===== config.mk =====
export PLATFORM = sky130hd
export DESIGN_NAME = xon_xoff_receive_fifo_top_flat
export DESIGN_NICKNAME = d
export VERILOG_FILES = /design/src/design/xxrf_pkg.sv /design/src/design/xxrf_in_if.sv /design/src/design/xxrf_out_if.sv /design/src/design/xxrf_cfg_if.sv /design/src/design/xxrf_ram.sv /design/src/design/xxrf_ctrl.sv /design/src/design/xxrf_top.sv /design/src/flat_wrapper.sv
export SDC_FILE = /design/constraint.sdc
export NUM_CORES = 1
export LEC_CHECK = 0
export BUFFER_PORTS_ARGS = -buffer_cell sky130_fd_sc_hd__buf_2
export CAP_MARGIN = 20
export CORE_AREA = 2 2 96 121
export CTS_BUF_LIST = sky130_fd_sc_hd__clkbuf_4 sky130_fd_sc_hd__clkbuf_8 sky130_fd_sc_hd__clkbuf_16
export DETAILED_ROUTE_END_ITERATION = 12
export DIE_AREA = 0 0 98 123
export GPL_ROUTABILITY_DRIVEN = 0
export PLACE_DENSITY_LB_ADDON = 0.3
export SETUP_SLACK_MARGIN = 0.3
export SYNTH_ARGS = -nofsm -noshare
export SYNTH_HDL_FRONTEND = slang
export SYNTH_SLANG_ARGS = --single-unit

===== constraint.sdc =====
create_clock -name clk -period 2.8 [get_ports clk]
set_input_delay 0.56 -clock clk [delete_from_list [all_inputs] [get_ports clk]]
set_output_delay 0.56 -clock clk [all_outputs]
set_load 0.01 [all_outputs]

===== src/design/xxrf_pkg.sv =====
package xxrf_pkg;

  localparam int DEPTH_DEF = 8;

  localparam int BYTE_W    = 8;
  localparam int FLOW_W    = 2;
  localparam int FILL_W    = 4;
  localparam int LIMIT_W   = 4;
  localparam int CFG_IDX_W = 2;

  // control characters below this code are skipped on consume, except CR and LF
  localparam logic [BYTE_W-1:0] CTRL_LIMIT = 8'd32;
  localparam logic [BYTE_W-1:0] CHAR_CR    = 8'd13;
  localparam logic [BYTE_W-1:0] CHAR_LF    = 8'd10;

  localparam logic KIND_RX      = 1'b0;
  localparam logic KIND_CONSUME = 1'b1;

  localparam logic [CFG_IDX_W-1:0] REG_UPPER_LIMIT = 2'd0;
  localparam logic [CFG_IDX_W-1:0] REG_LOWER_LIMIT = 2'd1;

  localparam logic [LIMIT_W-1:0] UPPER_LIMIT_RESET = 4'd6;
  localparam logic [LIMIT_W-1:0] LOWER_LIMIT_RESET = 4'd2;

  typedef enum logic [FLOW_W-1:0] {
    FLOW_NONE = 2'd0,
    FLOW_XOFF = 2'd1,
    FLOW_XON  = 2'd2
  } flow_t;

  typedef struct packed {
    logic [LIMIT_W-1:0] upper_limit;
    logic [LIMIT_W-1:0] lower_limit;
  } limits_t;

  typedef struct packed {
    logic              out_valid;
    logic [BYTE_W-1:0] out_byte;
    flow_t             flow_send;
    logic              rx_dropped;
    logic [FILL_W-1:0] fill_count;
  } result_t;

  function automatic logic is_skipped(input logic [BYTE_W-1:0] b);
    return (b < CTRL_LIMIT) && (b != CHAR_CR) && (b != CHAR_LF);
  endfunction

endpackage


===== src/design/xxrf_in_if.sv =====
interface xxrf_in_if;
  logic                       valid;
  logic                       ready;
  logic                       kind;
  logic [xxrf_pkg::BYTE_W-1:0] in_byte;

  modport source (output valid, kind, in_byte, input ready);
  modport sink (input valid, kind, in_byte, output ready);
endinterface


===== src/design/xxrf_out_if.sv =====
interface xxrf_out_if;
  logic                       valid;
  logic                       ready;
  logic                       out_valid;
  logic [xxrf_pkg::BYTE_W-1:0] out_byte;
  logic [xxrf_pkg::FLOW_W-1:0] flow_send;
  logic                       rx_dropped;
  logic [xxrf_pkg::FILL_W-1:0] fill_count;

  modport source (output valid, out_valid, out_byte, flow_send, rx_dropped, fill_count,
                  input ready);
  modport sink (input valid, out_valid, out_byte, flow_send, rx_dropped, fill_count,
                output ready);
endinterface


===== src/design/xxrf_cfg_if.sv =====
interface xxrf_cfg_if;
  logic                          valid;
  logic                          ready;
  logic [xxrf_pkg::CFG_IDX_W-1:0] index;
  logic [xxrf_pkg::LIMIT_W-1:0]   data;

  modport source (output valid, index, data, input ready);
  modport sink (input valid, index, data, output ready);
endinterface


===== src/design/xxrf_ram.sv =====
module xxrf_ram #(
  parameter int WIDTH = 8,
  parameter int DEPTH = 8
) (
  input  logic                     clk,
  input  logic                     we,
  input  logic [$clog2(DEPTH)-1:0] waddr,
  input  logic [WIDTH-1:0]         wdata,
  input  logic                     re,
  input  logic [$clog2(DEPTH)-1:0] raddr,
  output logic [WIDTH-1:0]         rdata
);

  logic [WIDTH-1:0] mem [DEPTH];

  always_ff @(posedge clk) begin
    if (we) begin
      mem[waddr] <= wdata;
    end
    if (re) begin
      rdata <= mem[raddr];
    end
  end

endmodule


===== src/design/xxrf_ctrl.sv =====
module xxrf_ctrl #(
  parameter int DEPTH = xxrf_pkg::DEPTH_DEF
) (
  input  logic                      clk,
  input  logic                      rst,
  xxrf_in_if.sink                   rx_in,
  xxrf_out_if.source                rx_out,
  input  xxrf_pkg::limits_t         limits,
  output logic                      ram_we,
  output logic [$clog2(DEPTH)-1:0]  ram_waddr,
  output logic [xxrf_pkg::BYTE_W-1:0] ram_wdata,
  output logic                      ram_re,
  output logic [$clog2(DEPTH)-1:0]  ram_raddr,
  input  logic [xxrf_pkg::BYTE_W-1:0] ram_rdata
);

  localparam int IDX_W = $clog2(DEPTH);
  localparam int CNT_W = $clog2(DEPTH + 1);
  localparam int CMP_W = (CNT_W > xxrf_pkg::LIMIT_W) ? CNT_W : xxrf_pkg::LIMIT_W;

  typedef enum logic {
    S_IDLE,
    S_POP
  } state_t;

  state_t             state;
  logic [IDX_W-1:0]   wr_idx;
  logic [IDX_W-1:0]   rd_idx;
  logic [CNT_W-1:0]   held;
  logic               stopped;
  logic               res_full;
  xxrf_pkg::result_t  res;

  logic               out_free;
  logic               in_acc;
  logic               is_rx;
  logic               full;
  logic               rx_store;
  logic [CNT_W-1:0]   held_rx;
  logic               rx_xoff;
  logic               cons_start;
  logic               cons_empty;
  logic               more;
  logic               fin;
  logic               xon;
  logic               res_load;
  logic [IDX_W-1:0]   wr_idx_next;
  logic [IDX_W-1:0]   rd_idx_next;

  assign out_free   = !res_full || rx_out.ready;
  assign rx_in.ready = (state == S_IDLE) && out_free;
  assign in_acc     = rx_in.valid && rx_in.ready;
  assign is_rx      = (rx_in.kind == xxrf_pkg::KIND_RX);
  assign full       = (held == CNT_W'(DEPTH));

  assign rx_store   = in_acc && is_rx && !stopped && !full;
  assign held_rx    = held + CNT_W'(rx_store);
  assign rx_xoff    = !stopped && (CMP_W'(held_rx) > CMP_W'(limits.upper_limit));

  assign cons_start = in_acc && !is_rx && (held != '0);
  assign cons_empty = in_acc && !is_rx && (held == '0);

  // keep popping while the byte just read is a control byte and more remain
  assign more = (state == S_POP) && xxrf_pkg::is_skipped(ram_rdata) && (held != '0);
  assign fin  = (state == S_POP) && !more && out_free;
  assign xon  = stopped && (CMP_W'(held) < CMP_W'(limits.lower_limit));

  // a new result enters the output register this cycle
  assign res_load = (in_acc && is_rx) || cons_empty || fin;

  assign wr_idx_next = (wr_idx == IDX_W'(DEPTH - 1)) ? '0 : wr_idx + 1'b1;
  assign rd_idx_next = (rd_idx == IDX_W'(DEPTH - 1)) ? '0 : rd_idx + 1'b1;

  assign ram_we    = rx_store;
  assign ram_waddr = wr_idx;
  assign ram_wdata = rx_in.in_byte;
  assign ram_re    = cons_start || more;
  assign ram_raddr = rd_idx;

  assign rx_out.valid      = res_full;
  assign rx_out.out_valid  = res.out_valid;
  assign rx_out.out_byte   = res.out_byte;
  assign rx_out.flow_send  = res.flow_send;
  assign rx_out.rx_dropped = res.rx_dropped;
  assign rx_out.fill_count = res.fill_count;

  always_ff @(posedge clk) begin
    if (rst) begin
      state    <= S_IDLE;
      wr_idx   <= '0;
      rd_idx   <= '0;
      held     <= '0;
      stopped  <= 1'b0;
      res_full <= 1'b0;
    end else begin
      if (res_load) begin
        res_full <= 1'b1;
      end else if (rx_out.valid && rx_out.ready) begin
        res_full <= 1'b0;
      end

      if (rx_store) begin
        wr_idx <= wr_idx_next;
        held   <= held_rx;
      end

      if (ram_re) begin
        rd_idx <= rd_idx_next;
        held   <= held - 1'b1;
      end

      unique case (state)
        S_IDLE: begin
          if (cons_start) begin
            state <= S_POP;
          end
        end
        S_POP: begin
          if (fin) begin
            state <= S_IDLE;
          end
        end
        default: state <= S_IDLE;
      endcase

      if (in_acc && is_rx) begin
        res.out_valid  <= 1'b0;
        res.out_byte   <= '0;
        res.flow_send  <= rx_xoff ? xxrf_pkg::FLOW_XOFF : xxrf_pkg::FLOW_NONE;
        res.rx_dropped <= !rx_store;
        res.fill_count <= xxrf_pkg::FILL_W'(held_rx);
        if (rx_xoff) begin
          stopped <= 1'b1;
        end
      end else if (cons_empty) begin
        res.out_valid  <= 1'b0;
        res.out_byte   <= '0;
        res.flow_send  <= xxrf_pkg::FLOW_NONE;
        res.rx_dropped <= 1'b0;
        res.fill_count <= xxrf_pkg::FILL_W'(held);
      end else if (fin) begin
        res.out_valid  <= 1'b1;
        res.out_byte   <= ram_rdata;
        res.flow_send  <= xon ? xxrf_pkg::FLOW_XON : xxrf_pkg::FLOW_NONE;
        res.rx_dropped <= 1'b0;
        res.fill_count <= xxrf_pkg::FILL_W'(held);
        if (xon) begin
          stopped <= 1'b0;
        end
      end
    end
  end

endmodule


===== src/design/xxrf_top.sv =====
// Receive FIFO with XON/XOFF flow control. Each word on rx_in is either a
// received byte (kind 0) to be stored in a DEPTH-entry ring, or a consume
// request (kind 1). Every accepted word yields exactly one result word on
// rx_out. A received byte is dropped and flagged with rx_dropped when the ring
// is full or while XOFF is held; after any received byte, while flow is running,
// XOFF is signalled on flow_send once the fill count exceeds upper_limit. A
// consume request pops one byte, then keeps popping while the byte just popped
// is a control character (below 32, other than CR and LF) and bytes remain,
// and returns the last byte popped with out_valid set; a consume on an empty
// ring returns out_valid 0. After a consume that popped, XON is signalled if
// XOFF was held and the fill count has fallen below lower_limit. fill_count
// carries the bytes held after the word, in four bits. A consume pops its
// bytes one after another through the single read port of the byte store
// with its registered read, and no new word is taken while it pops. A
// finished result is held in an output register, so the next word is taken
// while the result waits, as long as the previous result leaves in the same
// cycle. The limits are written over cfg (index 0 upper_limit, index 1
// lower_limit, other indices ignored), always ready; write them only while
// the block is idle. The byte store has no reset.
module xon_xoff_receive_fifo_top #(
  parameter int DEPTH = xxrf_pkg::DEPTH_DEF
) (
  input  logic        clk,
  input  logic        rst,
  xxrf_in_if.sink     rx_in,
  xxrf_out_if.source  rx_out,
  xxrf_cfg_if.sink    cfg
);

  localparam int IDX_W = $clog2(DEPTH);

  xxrf_pkg::limits_t             limits;
  logic                          ram_we;
  logic [IDX_W-1:0]              ram_waddr;
  logic [xxrf_pkg::BYTE_W-1:0]   ram_wdata;
  logic                          ram_re;
  logic [IDX_W-1:0]              ram_raddr;
  logic [xxrf_pkg::BYTE_W-1:0]   ram_rdata;

  // configuration writes are always taken
  assign cfg.ready = 1'b1;

  always_ff @(posedge clk) begin
    if (rst) begin
      limits.upper_limit <= xxrf_pkg::UPPER_LIMIT_RESET;
      limits.lower_limit <= xxrf_pkg::LOWER_LIMIT_RESET;
    end else if (cfg.valid && cfg.ready) begin
      if (cfg.index == xxrf_pkg::REG_UPPER_LIMIT) begin
        limits.upper_limit <= cfg.data;
      end else if (cfg.index == xxrf_pkg::REG_LOWER_LIMIT) begin
        limits.lower_limit <= cfg.data;
      end
    end
  end

  // byte store: one write port for received bytes, one read port for pops
  xxrf_ram #(
    .WIDTH (xxrf_pkg::BYTE_W),
    .DEPTH (DEPTH)
  ) u_store (
    .clk   (clk),
    .we    (ram_we),
    .waddr (ram_waddr),
    .wdata (ram_wdata),
    .re    (ram_re),
    .raddr (ram_raddr),
    .rdata (ram_rdata)
  );

  // ring pointers, fill count, flow state and the result register
  xxrf_ctrl #(
    .DEPTH (DEPTH)
  ) u_ctrl (
    .clk       (clk),
    .rst       (rst),
    .rx_in     (rx_in),
    .rx_out    (rx_out),
    .limits    (limits),
    .ram_we    (ram_we),
    .ram_waddr (ram_waddr),
    .ram_wdata (ram_wdata),
    .ram_re    (ram_re),
    .ram_raddr (ram_raddr),
    .ram_rdata (ram_rdata)
  );

endmodule

===== src/flat_wrapper.sv =====
// flat-port wrapper written by rule: the top's interface ports become plain ports
module xon_xoff_receive_fifo_top_flat 
#(
  parameter int DEPTH = xxrf_pkg::DEPTH_DEF
)
  (clk, rst, rx_in_valid, rx_in_kind, rx_in_in_byte, rx_in_ready, rx_out_valid, rx_out_out_valid, rx_out_out_byte, rx_out_flow_send, rx_out_rx_dropped, rx_out_fill_count, rx_out_ready, cfg_valid, cfg_index, cfg_data, cfg_ready);
  xxrf_in_if rx_in_i ();
  xxrf_out_if rx_out_i ();
  xxrf_cfg_if cfg_i ();
  input  logic clk;
  input  logic rst;
  input wire logic [$bits(rx_in_i.valid)-1:0] rx_in_valid;
  input wire logic [$bits(rx_in_i.kind)-1:0] rx_in_kind;
  input wire logic [$bits(rx_in_i.in_byte)-1:0] rx_in_in_byte;
  output wire logic [$bits(rx_in_i.ready)-1:0] rx_in_ready;
  output wire logic [$bits(rx_out_i.valid)-1:0] rx_out_valid;
  output wire logic [$bits(rx_out_i.out_valid)-1:0] rx_out_out_valid;
  output wire logic [$bits(rx_out_i.out_byte)-1:0] rx_out_out_byte;
  output wire logic [$bits(rx_out_i.flow_send)-1:0] rx_out_flow_send;
  output wire logic [$bits(rx_out_i.rx_dropped)-1:0] rx_out_rx_dropped;
  output wire logic [$bits(rx_out_i.fill_count)-1:0] rx_out_fill_count;
  input wire logic [$bits(rx_out_i.ready)-1:0] rx_out_ready;
  input wire logic [$bits(cfg_i.valid)-1:0] cfg_valid;
  input wire logic [$bits(cfg_i.index)-1:0] cfg_index;
  input wire logic [$bits(cfg_i.data)-1:0] cfg_data;
  output wire logic [$bits(cfg_i.ready)-1:0] cfg_ready;
  assign rx_in_i.valid = rx_in_valid;
  assign rx_in_i.kind = rx_in_kind;
  assign rx_in_i.in_byte = rx_in_in_byte;
  assign rx_in_ready = rx_in_i.ready;
  assign rx_out_valid = rx_out_i.valid;
  assign rx_out_out_valid = rx_out_i.out_valid;
  assign rx_out_out_byte = rx_out_i.out_byte;
  assign rx_out_flow_send = rx_out_i.flow_send;
  assign rx_out_rx_dropped = rx_out_i.rx_dropped;
  assign rx_out_fill_count = rx_out_i.fill_count;
  assign rx_out_i.ready = rx_out_ready;
  assign cfg_i.valid = cfg_valid;
  assign cfg_i.index = cfg_index;
  assign cfg_i.data = cfg_data;
  assign cfg_ready = cfg_i.ready;
  xon_xoff_receive_fifo_top #(.DEPTH(DEPTH)) u_core (.clk(clk), .rst(rst), .rx_in(rx_in_i), .rx_out(rx_out_i), .cfg(cfg_i));
endmodule

==> run summary <==
The ratio of cells with drive above 1 in the final layout is 0.348, and the total setup violations reported at the end of the flow is 0. The measured slew at the worst slew-check pin was 0.817 ns; the average footprint of a synthesized cell was 15.2 sq um. In this run the worst path has a maximum fanout of 4. The critical path in this run is classified as flop to flop.

Among all stages on the critical path, the largest delay is contributed by dfxtp_2. Detailed placement ended at an HPWL of 5710 um. The logs give 0 for the initial antenna violation count and 13900 um for the wire length of the first global-routing pass. The fraction of registers with async set or reset after synthesis was 0; the post-route worst setup slack was 0.326 ns.

The largest single stage delay on the critical path is 0.34 ns. For the final routed database, the setup TNS stands at 0 ns. Synthesis inferred 109 register bits. In this run the worst setup path begins at u_core.u_ctrl.held[0]. The pin count of the biggest net entering global routing is 23.

The run gives 0 as the post-cts hold buffer count. Most common cell after layout, fill and taps aside: edfxtp_1. Synthesis produced 303 cells. For the worst setup path, the data arrival time is 2.58 ns. Worst hold path startpoint: cfg_data[1]. The logs give 0.0253 ns for the post-placement worst setup slack and 109 for the number of sinks on the clock net. The number of iterations in the first detailed-routing pass came out at 4.

The longest clock path from root to sink contains 2 buffers. The cell that appears most often on the critical path is ha_4. Timing would allow up to 0.404 GHz. The register share of total power was 0.518.

The floorplan step defined a core boundary enclosing 0.0109 sq mm. The tools report the max capacitance violation total as 0. The flow ran to the end, and the final reports show no timing, DRC or antenna violations. For the H-tree depth, the log shows 3. The worst setup path is captured at a flop. Number of pins exceeding their max-slew limit in the final report: 0. The total wire length after detailed routing was 8600 um.

Chip width: 98 um. The run gives 0.35 ns as the clock network latency to the later pin of the worst-skew pair. The logs give 0 for the remaining routing DRC violations and 0 for the remaining global-route overflow. In the synthesized netlist the dominant register cell turns out to be edfxtp_1.

The run gives 405 as the number of nets in the final layout. For the site row count, the log shows 43. The logs give 0 for the count of endpoints failing hold in the final timing report and 0.423 for the initial core utilization.

Switching share of total power: 0.233. The growth of design area from synthesis to finish is 20.5%, and the static leakage is 2.03 nW. For the finished layout, the period the worst path requires is 2.47 ns. Grouping stages by cell kind, the critical path spends the most delay in adder cells. The share of the clock period used by the worst path came out at 0.883. In the routed layout, each cell is associated on average with a via count of 5.23. The total CTS buffers is 9, and the cell area after technology mapping is 0.00462 sq mm. Across the routed clock network, the largest skew measured is 0.00562 ns.

The number of top-level design ports is 39, and the antenna violation net count after detailed routing is 0. The tools report the combinational power share as 0.115. In this run the tool buffered the top-level ports with 37 buffer cells.

The worst hold path class was input port to flop. STA classifies the critical path startpoint as a flop. The cell area power density was 640 mW/mm^2; the via count of the first global-routing pass was 2741. The tools report the switching power summed over all nets as 829 uW. Routed length per placed instance: 16.8 um. After filler insertion, the fill cell instance count of the layout stands at 919. Setup repair after global routing could not meet its margin everywhere. The critical path goes through inv_2 -> ha_4 -> a31oi_4 -> nand2_2 -> inv_2 -> ha_4 -> ha_4 -> ha_4 -> nor2b_1 -> o21a_1 -> o21a_1 -> o211ai_1 -> nor2_1. From bottom edge to top edge, the die measures 123 um.

Buffering stage count on the worst path with inverters included: 2. TritonCTS built the clock tree. In this run, synthesis inferred 88 flip-flops with an integrated enable. For the total vias in the final route, the log shows 2674.

The worst-case headroom to the max-slew limit is 0.455, and the internal power consumption is 2.73 mW. The number of DRC violations after detailed-routing iteration 0 is 181. The number of warnings reported in the yosys synthesis log was 0. The netlist uses 51 different library cells. The proportion of synthesized chip area in sequential cells is 0.663.

For the required time of the critical path, the log shows 2.90 ns. For the part of the power in the clock network, the log shows 0.368. The startpoint of the worst-slack reg-to-reg timing path is u_core.u_ctrl.held[0].

The total global routing track utilization is 0.153. Counting every net in the synthesized netlist gives 337. The run gives 0.0121 sq mm as the full die area. The cell sitting at the root of the clock tree is a clkbuf_16. Count of antenna diodes in the layout: 0.

In the layout the commonest cells are edfxtp_1 (88), buf_2 (37), buf_4 (33). The clock-pin slew on the worst setup and hold paths was 0.07 ns; the highest ir drop seen on vdd was 0.384 mV.
-- sequential cells by signal, indices dropped and copies added, names as in the netlist, 2 cells and up --
register,count
u_core.u_store.mem,64
u_core.limits,8
u_core.u_ctrl.rx_out.out_byte,8
u_core.u_store.rdata,8
u_core.u_ctrl.held,4
u_core.u_ctrl.rx_out.fill_count,4
u_core.u_ctrl.ram_raddr,3
u_core.u_ctrl.ram_waddr,3
u_core.u_ctrl.rx_out.flow_send,2
-- cell families (layout without fill, tap and decap cells) --
family / after synthesis / count (layout) / synth area share
buffers and inverters: 30 / 103 / 0.0279
and+or+nand+nor: 80 / 80 / 0.0954
AOI/OAI and AO/OA: 34 / 34 / 0.0542
other: 1 / 1 / 0.000812
adders and majority gates: 14 / 14 / 0.0379
xor gates and xnor gates: 4 / 4 / 0.00759
DFF: 109 / 109 / 0.663
muxes: 31 / 31 / 0.113
-- path summary, 6_finish.rpt --
path | slack, ns | end | depth (start not counted)
hold / removal | 0.43 | u_core.limits[5] | 2
setup reg to reg | 0.33 | u_core.u_ctrl.rx_out.flow_send[0] | 13
setup / recovery | 0.33 | u_core.u_ctrl.rx_out.flow_send[0] | 13
hold reg to reg | 0.51 | u_core.limits[3] | 2
-- cell usage after synthesis, drive strengths merged, types with 2 or more instances --
cell,count,share of area
nor4,2,0.0027
or3,2,0.0027
a31oi,2,0.0027
o211ai,2,0.0033
mux2i,7,0.015
a21oi,11,0.012
buf,7,0.0092
mux2,8,0.020
edfxtp,88,0.57
nand3b,2,0.0033
xor2,2,0.0038
inv,17,0.014
a211o,2,0.0038
nor2b,12,0.016
nand2b,5,0.0068
nand3,2,0.0022
mux4,16,0.078
o21ai,4,0.0043
nand4,2,0.0027
ha,14,0.038
xnor2,2,0.0038
nor3b,3,0.0073
clkbuf,6,0.0049
nand2,14,0.011
o21a,2,0.0033
dfxtp,21,0.091
nor2,23,0.019
nor3,9,0.013
-- through the flow --
stage	area [sq um]	std cells	util	hold WS [ns]	power [mW]
4_1_cts	5510	508	0.504	0.418	3.59
5_1_grt	5560	511	0.509	0.425	3.71
6_report	5560	511	0.509	0.429	3.56
3_3_place_gp	5100	482	0.467	0.480	2.24
2_1_floorplan	4660	303	-	0.463	2.12
3_5_place_dp	5100	482	0.467	0.499	2.25
-- area by class of cell --
type                       count  area, sq um  share of cell area
clock buffer                  10          233              0.0418
clock inverter                 6         78.8              0.0142
inverter                      17         66.3              0.0119
multi-input combinational    164         1520               0.272
sequential                   109         3070               0.551
tap                          135          169              0.0304
timing repair buffer          70          433              0.0778
-- power by group through the flow --
stage | sequential (mW) | clock, mW | combinational (mW)
3_5_place_dp | 1.88 | 0 | 0.370
5_1_grt | 1.85 | 1.41 | 0.450
4_1_cts | 1.84 | 1.35 | 0.398
6_report | 1.84 | 1.31 | 0.408
2_1_floorplan | 1.89 | 0 | 0.228
3_3_place_gp | 1.88 | 0 | 0.363
-- metal layers --
metal | wire, um | GRT usage
met5 | 0 | 0
met4 | 153 | 0.0616
met3 | 258 | 0.0356
met2 | 4610 | 0.275
met1 | 3570 | 0.177
-- what timing repair did --
| item | CTS | global route |
|---|---|---|
| pin swaps | 3 | 6 |
| resized for setup | 6 | 7 |
| setup endpoints to repair | 2 | 7 |
| buffers inserted | 10 | 3 |
Power figures use the tool's default switching activity.
